## config.mk

```make
export PLATFORM = sky130hd
export DESIGN_NAME = nearest_centroid_metric_scorer
export DESIGN_NICKNAME = d
export VERILOG_FILES = /design/src/design/ncms_pkg.sv /design/src/design/ncms_div.sv /design/src/design/nearest_centroid_metric_scorer.sv
export SDC_FILE = /design/constraint.sdc
export NUM_CORES = 2
export LEC_CHECK = 0
export BUFFER_PORTS_ARGS = -buffer_cell sky130_fd_sc_hd__buf_4
export CAP_MARGIN = 5
export CORE_UTILIZATION = 45
export DETAILED_ROUTE_END_ITERATION = 12
export PLACE_DENSITY = 0.6
export SLEW_MARGIN = 20
export SYNTH_ARGS = -nofsm -noshare
export SYNTH_HDL_FRONTEND = slang
export SYNTH_HIERARCHICAL = 1
export SYNTH_SLANG_ARGS = --single-unit
```

## constraint.sdc

```tcl
create_clock -name clk -period 12.3 [get_ports clk]
set_input_delay 2.46 -clock clk [delete_from_list [all_inputs] [get_ports clk]]
set_output_delay 2.46 -clock clk [all_outputs]
set_load 0.01 [all_outputs]
```

## src/design/ncms_pkg.sv

```systemverilog
// Shared widths, codes and types for the nearest-centroid metric scorer.
`default_nettype none

package ncms_pkg;

    // Defaults for the top-level parameters.
    localparam int          FEATURE_WIDTH_DEF = 24;
    localparam int unsigned MAX_OBJECTS_DEF   = 32'd65535;

    // Counter and accuracy widths fixed by the result fields.
    localparam int CNT_W     = 16;
    localparam int ACC_W     = 14;
    localparam int ACC_SCALE = 10000;
    localparam int DVD_W     = CNT_W + ACC_W;

    // Configuration register indexes.
    localparam int CFG_IDX_W = 3;
    localparam logic [CFG_IDX_W-1:0] CFG_P1_AREA      = 3'd0;
    localparam logic [CFG_IDX_W-1:0] CFG_P1_PERIMETER = 3'd1;
    localparam logic [CFG_IDX_W-1:0] CFG_P1_VERTICES  = 3'd2;
    localparam logic [CFG_IDX_W-1:0] CFG_P2_AREA      = 3'd3;
    localparam logic [CFG_IDX_W-1:0] CFG_P2_PERIMETER = 3'd4;
    localparam logic [CFG_IDX_W-1:0] CFG_P2_VERTICES  = 3'd5;
    localparam int NUM_CFG = 6;

    // Class labels that can score a hit.
    localparam logic [1:0] CLASS_ONE = 2'd1;
    localparam logic [1:0] CLASS_TWO = 2'd2;

    // Best metric codes.
    localparam logic [1:0] BEST_TIE  = 2'd0;
    localparam logic [1:0] BEST_CHEB = 2'd1;
    localparam logic [1:0] BEST_MANH = 2'd2;
    localparam logic [1:0] BEST_EUCL = 2'd3;

    // Metric selector used while the divider runs.
    localparam logic [1:0] MET_CHEB = 2'd0;
    localparam logic [1:0] MET_MANH = 2'd1;
    localparam logic [1:0] MET_EUCL = 2'd2;

    // Divider status.
    typedef struct packed {
        logic busy;
        logic done;
    } div_stat_t;

endpackage

`default_nettype wire

```

## src/design/ncms_div.sv

```systemverilog
// Iterative restoring divider for the accuracy ratio, one quotient bit per cycle.
`default_nettype none

module ncms_div (
    input  wire logic                          clk,
    input  wire logic                          rst_n,
    input  wire logic                          start,
    input  wire logic [ncms_pkg::DVD_W-1:0]    dividend,
    input  wire logic [ncms_pkg::CNT_W-1:0]    divisor,
    output logic      [ncms_pkg::ACC_W-1:0]    quotient,
    output ncms_pkg::div_stat_t                stat
);
    import ncms_pkg::*;

    localparam int STEP_W = $clog2(ACC_W + 1);

    logic              busy_reg, busy_next;
    logic              done_reg, done_next;
    logic [STEP_W-1:0] cnt_reg, cnt_next;
    logic [CNT_W-1:0]  rem_reg, rem_next;
    logic [ACC_W-1:0]  sh_reg, sh_next;
    logic [CNT_W-1:0]  dsr_reg, dsr_next;

    logic [CNT_W:0]    trial;
    logic [CNT_W:0]    reduced;
    logic              fits;

    // One trial subtraction per cycle; the quotient shifts in at the bottom.
    assign trial   = {rem_reg, sh_reg[ACC_W-1]};
    assign reduced = trial - {1'b0, dsr_reg};
    assign fits    = (trial >= {1'b0, dsr_reg});

    always_comb
    begin
        busy_next = busy_reg;
        done_next = 1'b0;
        cnt_next  = cnt_reg;
        rem_next  = rem_reg;
        sh_next   = sh_reg;
        dsr_next  = dsr_reg;
        if (start)
        begin
            // The quotient is known to fit ACC_W bits, so the top part starts below the divisor.
            busy_next = 1'b1;
            cnt_next  = STEP_W'(ACC_W);
            rem_next  = dividend[DVD_W-1:ACC_W];
            sh_next   = dividend[ACC_W-1:0];
            dsr_next  = divisor;
        end
        else if (busy_reg)
        begin
            rem_next = fits ? reduced[CNT_W-1:0] : trial[CNT_W-1:0];
            sh_next  = {sh_reg[ACC_W-2:0], fits};
            cnt_next = cnt_reg - STEP_W'(1);
            if (cnt_reg == STEP_W'(1))
            begin
                busy_next = 1'b0;
                done_next = 1'b1;
            end
        end
    end

    // Control state.
    always_ff @(posedge clk or negedge rst_n)
    begin
        if (!rst_n)
        begin
            busy_reg <= 1'b0;
            done_reg <= 1'b0;
            cnt_reg  <= '0;
        end
        else
        begin
            busy_reg <= busy_next;
            done_reg <= done_next;
            cnt_reg  <= cnt_next;
        end
    end

    // Datapath registers.
    always_ff @(posedge clk)
    begin
        rem_reg <= rem_next;
        sh_reg  <= sh_next;
        dsr_reg <= dsr_next;
    end

    assign quotient  = sh_reg;
    assign stat.busy = busy_reg;
    assign stat.done = done_reg;

endmodule

`default_nettype wire

```

## src/design/nearest_centroid_metric_scorer.sv

```systemverilog
// Top level of the nearest-centroid metric scorer: sequencer, distance datapath and counters.
//
// Each object transfer yields one result transfer. Once the result side is free the block
// is ready again after each object: one subtract and one squaring multiplier step through
// the six feature differences (both prototypes), the pipeline drains, then the distances
// are compared and the hit counters updated. An object marked last adds three divisions
// on the shared bit-serial divider, which turns the hit counts into accuracies in
// hundredths of a percent. A finished result waits in the output register while the
// next object is already taken. The user must write prototype registers through the
// configuration port only while the block is idle; the block does not enforce this.
`default_nettype none

module nearest_centroid_metric_scorer #(
    parameter int          FEATURE_WIDTH = ncms_pkg::FEATURE_WIDTH_DEF,
    parameter int unsigned MAX_OBJECTS   = ncms_pkg::MAX_OBJECTS_DEF
) (
    input  wire logic                              clk,
    input  wire logic                              rst_n,
    // Configuration port
    input  wire logic                              cfg_we,
    input  wire logic [ncms_pkg::CFG_IDX_W-1:0]    cfg_index,
    input  wire logic [FEATURE_WIDTH-1:0]          cfg_data,
    // Object channel
    input  wire logic                              in_valid,
    output logic                                   in_ready,
    input  wire logic signed [FEATURE_WIDTH-1:0]   obj_area,
    input  wire logic signed [FEATURE_WIDTH-1:0]   obj_perimeter,
    input  wire logic signed [FEATURE_WIDTH-1:0]   obj_vertices,
    input  wire logic [1:0]                        true_class,
    input  wire logic                              last_object,
    // Result channel
    output logic                                   out_valid,
    input  wire logic                              out_ready,
    output logic [ncms_pkg::CNT_W-1:0]             cheb_hits,
    output logic [ncms_pkg::CNT_W-1:0]             manh_hits,
    output logic [ncms_pkg::CNT_W-1:0]             eucl_hits,
    output logic [ncms_pkg::ACC_W-1:0]             cheb_accuracy,
    output logic [ncms_pkg::ACC_W-1:0]             manh_accuracy,
    output logic [ncms_pkg::ACC_W-1:0]             eucl_accuracy,
    output logic [1:0]                             best_metric,
    output logic                                   report_valid
);
    import ncms_pkg::*;

    localparam int FW = FEATURE_WIDTH;
    localparam int MW = FW + 2;
    localparam int PW = 2 * FW;
    localparam int SW = PW + 2;
    localparam logic [CNT_W-1:0] CNT_CAP =
        (MAX_OBJECTS < 32'd65535) ? CNT_W'(MAX_OBJECTS) : {CNT_W{1'b1}};

    typedef enum logic [6:0] {
        ST_IDLE = 7'b0000001,
        ST_DIST = 7'b0000010,
        ST_CMP  = 7'b0000100,
        ST_CNT  = 7'b0001000,
        ST_DIVL = 7'b0010000,
        ST_DIVW = 7'b0100000,
        ST_DONE = 7'b1000000
    } state_t;

    state_t state_reg, state_next;

    // Configuration and captured object.
    logic [FW-1:0]        proto_reg [0:NUM_CFG-1];
    logic [FW-1:0]        proto_next [0:NUM_CFG-1];
    logic signed [FW-1:0] x_reg [0:2];
    logic signed [FW-1:0] x_next [0:2];
    logic [1:0]           cls_reg, cls_next;
    logic                 last_reg, last_next;

    // Distance pipeline.
    logic [CFG_IDX_W-1:0] step_reg, step_next;
    logic                 dv_reg, dv_next;
    logic                 pv_reg, pv_next;
    logic                 dtag_reg, dtag_next;
    logic                 ptag_reg, ptag_next;
    logic [FW-1:0]        d_reg, d_next;
    logic [PW-1:0]        prod_reg, prod_next;
    logic [FW-1:0]        cheb_reg [0:1];
    logic [FW-1:0]        cheb_next [0:1];
    logic [MW-1:0]        manh_reg [0:1];
    logic [MW-1:0]        manh_next [0:1];
    logic [SW-1:0]        sq_reg [0:1];
    logic [SW-1:0]        sq_next [0:1];

    // Hit decisions and counters.
    logic                 hc_reg, hc_next;
    logic                 hm_reg, hm_next;
    logic                 he_reg, he_next;
    logic [CNT_W-1:0]     cheb_cnt_reg, cheb_cnt_next;
    logic [CNT_W-1:0]     manh_cnt_reg, manh_cnt_next;
    logic [CNT_W-1:0]     eucl_cnt_reg, eucl_cnt_next;
    logic [CNT_W-1:0]     obj_cnt_reg, obj_cnt_next;

    // Accuracy division.
    logic [1:0]           met_reg, met_next;
    logic [ACC_W-1:0]     acc_c_reg, acc_c_next;
    logic [ACC_W-1:0]     acc_m_reg, acc_m_next;
    logic [ACC_W-1:0]     acc_e_reg, acc_e_next;
    logic                 div_start;
    logic [CNT_W-1:0]     div_hits;
    logic [DVD_W-1:0]     div_dividend;
    logic [ACC_W-1:0]     div_quot;
    div_stat_t            div_stat;

    // Output register.
    logic                 out_valid_reg, out_valid_next;
    logic [CNT_W-1:0]     o_ch_reg, o_ch_next;
    logic [CNT_W-1:0]     o_mh_reg, o_mh_next;
    logic [CNT_W-1:0]     o_eh_reg, o_eh_next;
    logic [ACC_W-1:0]     o_ca_reg, o_ca_next;
    logic [ACC_W-1:0]     o_ma_reg, o_ma_next;
    logic [ACC_W-1:0]     o_ea_reg, o_ea_next;
    logic [1:0]           o_best_reg, o_best_next;
    logic                 o_rep_reg, o_rep_next;

    // Datapath operands and helpers.
    logic [FW-1:0]        x_sel;
    logic [FW-1:0]        p_sel;
    logic                 sel_tag;
    logic [FW:0]          diff_w;
    logic [FW:0]          neg_w;
    logic [1:0]           best_w;
    logic                 out_free;

    assign in_ready = (state_reg == ST_IDLE);
    assign out_free = !out_valid_reg || out_ready;

    // Operand selection for the current step: prototype entry and matching feature.
    always_comb
    begin
        x_sel   = x_reg[0];
        p_sel   = proto_reg[0];
        sel_tag = 1'b0;
        case (step_reg)
            CFG_P1_AREA:
            begin
                x_sel = x_reg[0]; p_sel = proto_reg[0]; sel_tag = 1'b0;
            end
            CFG_P1_PERIMETER:
            begin
                x_sel = x_reg[1]; p_sel = proto_reg[1]; sel_tag = 1'b0;
            end
            CFG_P1_VERTICES:
            begin
                x_sel = x_reg[2]; p_sel = proto_reg[2]; sel_tag = 1'b0;
            end
            CFG_P2_AREA:
            begin
                x_sel = x_reg[0]; p_sel = proto_reg[3]; sel_tag = 1'b1;
            end
            CFG_P2_PERIMETER:
            begin
                x_sel = x_reg[1]; p_sel = proto_reg[4]; sel_tag = 1'b1;
            end
            CFG_P2_VERTICES:
            begin
                x_sel = x_reg[2]; p_sel = proto_reg[5]; sel_tag = 1'b1;
            end
            default:
            begin
                x_sel = x_reg[0]; p_sel = proto_reg[0]; sel_tag = 1'b0;
            end
        endcase
    end

    // Absolute difference, one extra bit so the subtraction cannot overflow.
    assign diff_w = {x_sel[FW-1], x_sel} - {p_sel[FW-1], p_sel};
    assign neg_w  = ~diff_w + (FW+1)'(1);

    // Best metric: strictly more hits than both others.
    always_comb
    begin
        if ((cheb_cnt_reg > manh_cnt_reg) && (cheb_cnt_reg > eucl_cnt_reg))
        begin
            best_w = BEST_CHEB;
        end
        else if ((manh_cnt_reg > cheb_cnt_reg) && (manh_cnt_reg > eucl_cnt_reg))
        begin
            best_w = BEST_MANH;
        end
        else if ((eucl_cnt_reg > cheb_cnt_reg) && (eucl_cnt_reg > manh_cnt_reg))
        begin
            best_w = BEST_EUCL;
        end
        else
        begin
            best_w = BEST_TIE;
        end
    end

    // Dividend for the metric under division.
    always_comb
    begin
        case (met_reg)
            MET_CHEB: div_hits = cheb_cnt_reg;
            MET_MANH: div_hits = manh_cnt_reg;
            MET_EUCL: div_hits = eucl_cnt_reg;
            default:  div_hits = cheb_cnt_reg;
        endcase
    end

    assign div_dividend = DVD_W'(div_hits) * DVD_W'(ACC_SCALE);
    assign div_start    = (state_reg == ST_DIVL);

    ncms_div u_div (
        .clk      (clk),
        .rst_n    (rst_n),
        .start    (div_start),
        .dividend (div_dividend),
        .divisor  (obj_cnt_reg),
        .quotient (div_quot),
        .stat     (div_stat)
    );

    // Sequencer and next-value logic.
    always_comb
    begin
        state_next     = state_reg;
        proto_next     = proto_reg;
        x_next         = x_reg;
        cls_next       = cls_reg;
        last_next      = last_reg;
        step_next      = step_reg;
        dv_next        = 1'b0;
        pv_next        = dv_reg;
        dtag_next      = sel_tag;
        ptag_next      = dtag_reg;
        d_next         = diff_w[FW] ? neg_w[FW-1:0] : diff_w[FW-1:0];
        prod_next      = PW'(d_reg) * PW'(d_reg);
        cheb_next      = cheb_reg;
        manh_next      = manh_reg;
        sq_next        = sq_reg;
        hc_next        = hc_reg;
        hm_next        = hm_reg;
        he_next        = he_reg;
        cheb_cnt_next  = cheb_cnt_reg;
        manh_cnt_next  = manh_cnt_reg;
        eucl_cnt_next  = eucl_cnt_reg;
        obj_cnt_next   = obj_cnt_reg;
        met_next       = met_reg;
        acc_c_next     = acc_c_reg;
        acc_m_next     = acc_m_reg;
        acc_e_next     = acc_e_reg;
        out_valid_next = out_valid_reg && !out_ready;
        o_ch_next      = o_ch_reg;
        o_mh_next      = o_mh_reg;
        o_eh_next      = o_eh_reg;
        o_ca_next      = o_ca_reg;
        o_ma_next      = o_ma_reg;
        o_ea_next      = o_ea_reg;
        o_best_next    = o_best_reg;
        o_rep_next     = o_rep_reg;

        // Prototype register writes.
        if (cfg_we)
        begin
            case (cfg_index)
                CFG_P1_AREA:      proto_next[0] = cfg_data;
                CFG_P1_PERIMETER: proto_next[1] = cfg_data;
                CFG_P1_VERTICES:  proto_next[2] = cfg_data;
                CFG_P2_AREA:      proto_next[3] = cfg_data;
                CFG_P2_PERIMETER: proto_next[4] = cfg_data;
                CFG_P2_VERTICES:  proto_next[5] = cfg_data;
                default:          ;
            endcase
        end

        // Distance accumulation runs alongside the step issue.
        if (dv_reg)
        begin
            if (d_reg > cheb_reg[dtag_reg])
            begin
                cheb_next[dtag_reg] = d_reg;
            end
            manh_next[dtag_reg] = manh_reg[dtag_reg] + MW'(d_reg);
        end
        if (pv_reg)
        begin
            sq_next[ptag_reg] = sq_reg[ptag_reg] + SW'(prod_reg);
        end

        case (state_reg)
            ST_IDLE:
            begin
                if (in_valid)
                begin
                    x_next[0] = obj_area;
                    x_next[1] = obj_perimeter;
                    x_next[2] = obj_vertices;
                    cls_next  = true_class;
                    last_next = last_object;
                    step_next = CFG_P1_AREA;
                    cheb_next[0] = '0;
                    cheb_next[1] = '0;
                    manh_next[0] = '0;
                    manh_next[1] = '0;
                    sq_next[0]   = '0;
                    sq_next[1]   = '0;
                    state_next   = ST_DIST;
                end
            end
            ST_DIST:
            begin
                // Issue one feature difference per cycle, then let the pipeline drain.
                if (step_reg != CFG_IDX_W'(NUM_CFG))
                begin
                    dv_next   = 1'b1;
                    step_next = step_reg + CFG_IDX_W'(1);
                end
                else if (!dv_reg && !pv_reg)
                begin
                    state_next = ST_CMP;
                end
            end
            ST_CMP:
            begin
                hc_next = ((cheb_reg[0] < cheb_reg[1]) && (cls_reg == CLASS_ONE)) ||
                          ((cheb_reg[0] > cheb_reg[1]) && (cls_reg == CLASS_TWO));
                hm_next = ((manh_reg[0] < manh_reg[1]) && (cls_reg == CLASS_ONE)) ||
                          ((manh_reg[0] > manh_reg[1]) && (cls_reg == CLASS_TWO));
                he_next = ((sq_reg[0] < sq_reg[1]) && (cls_reg == CLASS_ONE)) ||
                          ((sq_reg[0] > sq_reg[1]) && (cls_reg == CLASS_TWO));
                state_next = ST_CNT;
            end
            ST_CNT:
            begin
                // Saturating counter updates.
                if (hc_reg && (cheb_cnt_reg < CNT_CAP))
                begin
                    cheb_cnt_next = cheb_cnt_reg + CNT_W'(1);
                end
                if (hm_reg && (manh_cnt_reg < CNT_CAP))
                begin
                    manh_cnt_next = manh_cnt_reg + CNT_W'(1);
                end
                if (he_reg && (eucl_cnt_reg < CNT_CAP))
                begin
                    eucl_cnt_next = eucl_cnt_reg + CNT_W'(1);
                end
                if (obj_cnt_reg < CNT_CAP)
                begin
                    obj_cnt_next = obj_cnt_reg + CNT_W'(1);
                end
                met_next   = MET_CHEB;
                state_next = last_reg ? ST_DIVL : ST_DONE;
            end
            ST_DIVL:
            begin
                state_next = ST_DIVW;
            end
            ST_DIVW:
            begin
                if (div_stat.done)
                begin
                    case (met_reg)
                        MET_CHEB: acc_c_next = div_quot;
                        MET_MANH: acc_m_next = div_quot;
                        MET_EUCL: acc_e_next = div_quot;
                        default:  ;
                    endcase
                    if (met_reg == MET_EUCL)
                    begin
                        state_next = ST_DONE;
                    end
                    else
                    begin
                        met_next   = met_reg + 2'd1;
                        state_next = ST_DIVL;
                    end
                end
            end
            ST_DONE:
            begin
                // Load the output register once it is free; a report clears the batch.
                if (out_free)
                begin
                    out_valid_next = 1'b1;
                    o_ch_next      = cheb_cnt_reg;
                    o_mh_next      = manh_cnt_reg;
                    o_eh_next      = eucl_cnt_reg;
                    o_ca_next      = last_reg ? acc_c_reg : '0;
                    o_ma_next      = last_reg ? acc_m_reg : '0;
                    o_ea_next      = last_reg ? acc_e_reg : '0;
                    o_best_next    = last_reg ? best_w : BEST_TIE;
                    o_rep_next     = last_reg;
                    if (last_reg)
                    begin
                        cheb_cnt_next = '0;
                        manh_cnt_next = '0;
                        eucl_cnt_next = '0;
                        obj_cnt_next  = '0;
                    end
                    state_next = ST_IDLE;
                end
            end
            default:
            begin
                state_next = ST_IDLE;
            end
        endcase
    end

    // Control state, configuration and counters.
    always_ff @(posedge clk or negedge rst_n)
    begin
        if (!rst_n)
        begin
            state_reg     <= ST_IDLE;
            step_reg      <= '0;
            dv_reg        <= 1'b0;
            pv_reg        <= 1'b0;
            cheb_cnt_reg  <= '0;
            manh_cnt_reg  <= '0;
            eucl_cnt_reg  <= '0;
            obj_cnt_reg   <= '0;
            met_reg       <= MET_CHEB;
            out_valid_reg <= 1'b0;
            for (int i = 0; i < NUM_CFG; i++)
            begin
                proto_reg[i] <= '0;
            end
        end
        else
        begin
            state_reg     <= state_next;
            step_reg      <= step_next;
            dv_reg        <= dv_next;
            pv_reg        <= pv_next;
            cheb_cnt_reg  <= cheb_cnt_next;
            manh_cnt_reg  <= manh_cnt_next;
            eucl_cnt_reg  <= eucl_cnt_next;
            obj_cnt_reg   <= obj_cnt_next;
            met_reg       <= met_next;
            out_valid_reg <= out_valid_next;
            proto_reg     <= proto_next;
        end
    end

    // Payload registers.
    always_ff @(posedge clk)
    begin
        x_reg      <= x_next;
        cls_reg    <= cls_next;
        last_reg   <= last_next;
        dtag_reg   <= dtag_next;
        ptag_reg   <= ptag_next;
        d_reg      <= d_next;
        prod_reg   <= prod_next;
        cheb_reg   <= cheb_next;
        manh_reg   <= manh_next;
        sq_reg     <= sq_next;
        hc_reg     <= hc_next;
        hm_reg     <= hm_next;
        he_reg     <= he_next;
        acc_c_reg  <= acc_c_next;
        acc_m_reg  <= acc_m_next;
        acc_e_reg  <= acc_e_next;
        o_ch_reg   <= o_ch_next;
        o_mh_reg   <= o_mh_next;
        o_eh_reg   <= o_eh_next;
        o_ca_reg   <= o_ca_next;
        o_ma_reg   <= o_ma_next;
        o_ea_reg   <= o_ea_next;
        o_best_reg <= o_best_next;
        o_rep_reg  <= o_rep_next;
    end

    assign out_valid     = out_valid_reg;
    assign cheb_hits     = o_ch_reg;
    assign manh_hits     = o_mh_reg;
    assign eucl_hits     = o_eh_reg;
    assign cheb_accuracy = o_ca_reg;
    assign manh_accuracy = o_ma_reg;
    assign eucl_accuracy = o_ea_reg;
    assign best_metric   = o_best_reg;
    assign report_valid  = o_rep_reg;

    // Hit counts never run ahead of the object count.
    assert property (@(posedge clk) disable iff (!rst_n)
        (cheb_cnt_reg <= obj_cnt_reg) && (manh_cnt_reg <= obj_cnt_reg) &&
        (eucl_cnt_reg <= obj_cnt_reg))
        else $error("hit count exceeds object count");

    // The divider only finishes while the sequencer waits for it.
    assert property (@(posedge clk) disable iff (!rst_n)
        div_stat.done |-> (state_reg == ST_DIVW))
        else $error("divider finished outside the division wait");

    // A result that is not a report carries no accuracies and no best metric.
    assert property (@(posedge clk) disable iff (!rst_n)
        (out_valid && !report_valid) |->
        ((cheb_accuracy == '0) && (manh_accuracy == '0) && (eucl_accuracy == '0) &&
         (best_metric == BEST_TIE)))
        else $error("report fields set on a plain result");

    // A report never exceeds one hundred percent.
    assert property (@(posedge clk) disable iff (!rst_n)
        (out_valid && report_valid) |->
        ((cheb_accuracy <= ACC_W'(ACC_SCALE)) && (manh_accuracy <= ACC_W'(ACC_SCALE)) &&
         (eucl_accuracy <= ACC_W'(ACC_SCALE))))
        else $error("accuracy above full scale");

endmodule

`default_nettype wire
```

==> results.py <==
metrics = {
    "sta": {
        "hold_viol_final": 0,
        "clock_skew_ns": 0.0386,
        "rsz0062_at_grt": "false",
        "fin_crit_sh": 0.651,
        "max_freq_mhz": 125,
        "tns_ns": 0,
        "min_period_ns": 8.00,
        "finalSetupViolations": 0,
        "tightest_slew_ns": 1.05,
        "drv_slew": 0,
        "slew_headroom": 0.297,
    },
    "placement": {
        "portBuffers": 201,
        "dp.cells": 7734,
        "dpl-instance-area_um2": 62000,
        "hpwl_um": 109000,
        "routabilityCongestion": 0.884,
    },
    "final_layout": {
        "finalNonFillerCells": 7898,
        "final_common_cell": "inv_1",
        "area_growth_pct": 10.6,
        "stdcell_area_um2": 64900,
        "num-nets-final": 7188,
        "drive_gt1_frac": 0.114,
        "largest_reg_flops": 144,
        "layout_common_cells": "inv_1, nand2_1, ha_1",
    },
    "detailed_routing": {
        "drc_errors": 0,
        "drtAntennaViolNets": 0,
        "drt_iter0_markers": 2848,
        "via_count": 42600,
        "routed_wl_um": 147000,
        "via_per_inst": 5.40,
        "wl_per_cell_um": 18.6,
        "first_pass_iters": 6,
    },
    "cts": {
        "cts_sinks": 761,
        "postCtsSetupBuffers": 0,
        "cts_tree": "done",
        "cts-resized-gates": 0,
        "clk_pin_slew_ns": 0.06,
        "cts_hold_buf": 0,
        "cts-buffers-inserted": 87,
        "htree_levels": 3,
        "cts-root-buf": "clkbuf_16",
        "clockBufferDepth": 3,
        "clk_latency_ns": 0.71,
    },
    "floorplan": {
        "die-area_um2": 132000,
        "top_level_ports": 202,
        "initial_core_util": 0.453,
        "die_h_um": 363,
        "core_um2": 129000,
        "die_w_um": 363,
        "rows": 132,
    },
    "flow_run": {
        "max_cap_viol_count": 0,
    },
    "logic_synthesis": {
        "syn_area_um2": 58600,
        "syn-instance-count": 5968,
        "avgSynthCellArea_um2": 9.83,
        "synth_warnings": 6,
    },
    "grt": {
        "antenna_found_initial": 1,
        "grt_pass1_wl_um": 239000,
        "grt_max_degree": 96,
        "gr-total-overflow": 0,
        "grt_use_total": 0.228,
        "grt_pass1_vias": 43500,
    },
    "worst_setup_path": {
        "cp-start-kind": "flip-flop",
        "crit_slowest_cell": "a211oi_1",
        "crit_required_ns": 12.90,
        "crit_chain": "buf_4 > inv_1 > nor2_1 > fa_1 > fa_1 > fa_1 > ha_1 > fa_1 > inv_1 > fa_1 > inv_1 > fa_1 > ha_1 > a2111oi_0 > o21ai_0 > nand3_1 > o211ai_1 > a211oi_1 > a21oi_1 > o211a_1 > or4b_2 > o211a_1",
        "cp_max_fo": 26,
        "crit_top_cell": "fa_1",
        "path_class": "flip-flop to flip-flop",
        "crit_arrival_ns": 8.60,
        "critPathMaxStageDelay_ns": 0.62,
        "crit_path_end_kind": "flip-flop",
    },
    "worst_hold_path": {
        "hold_path.class": "flip-flop to flip-flop",
    },
    "run_status": {
        "status": "completed",
    },
}
-- cell type report --
type / count / area [µm²]
Tap cell: 1742 / 2180
Sequential cell: 761 / 19000
Inverter: 838 / 3150
Multi-Input combinational cell: 4123 / 35600
Fill cell: 11900 / 64400
Clock buffer: 121 / 2430
Clock inverter: 42 / 482
Timing Repair Buffer: 270 / 2030
Antenna cell: 1 / 2.50
-- worst paths after layout --
kind                            startpoint       endpoint  slack (ns)  cells after the start
worst min register to register  sq_reg[50]     sq_reg[50]        0.46                      2
min in group asynchronous            rst_n     met_reg[1]        1.74                      1
max in group asynchronous            rst_n  proto_reg[81]        8.18                      3
worst min-delay path            sq_reg[50]     sq_reg[50]        0.46                      2
worst max register to register    d_reg[9]   prod_reg[46]        4.30                     22
worst max-delay path              d_reg[9]   prod_reg[46]        4.30                     22
-- through the flow --
| step | hold slack (ns) | worst slack (ns) | utilization |
|---|---|---|---|
| final | 0.459 | 4.30 | 0.502 |
| after global placement | 0.442 | 4.41 | 0.479 |
| after global routing | 0.471 | 3.84 | 0.502 |
| after floorplan | 0.329 | 4.89 | - |
| after CTS | 0.459 | 4.37 | 0.502 |
| after detailed placement | 0.450 | 4.34 | 0.479 |
-- worst max-delay path, delay by kind of cell, from the launching register on --
family,cells,cell delay [ns]
adder cells (fa/ha/maj),8,3.35
AO/OA/AOI/OAI,7,2.25
AND/OR/NAND/NOR,3,1.28
buffers and inverters,4,0.70
flip-flops,1,0.30
-- metal layers --
metal  GRT usage  vias up  routed length (µm)
li1            -    20500                   -
met5           0        -                   0
met4      0.0656        0                3680
met3      0.0257      178                6300
met2       0.393      931               71800
met1       0.300    21000               64800
Power is not shown: default switching activity piles up to over one toggle a cycle in this logic, so the estimate is an artifact.
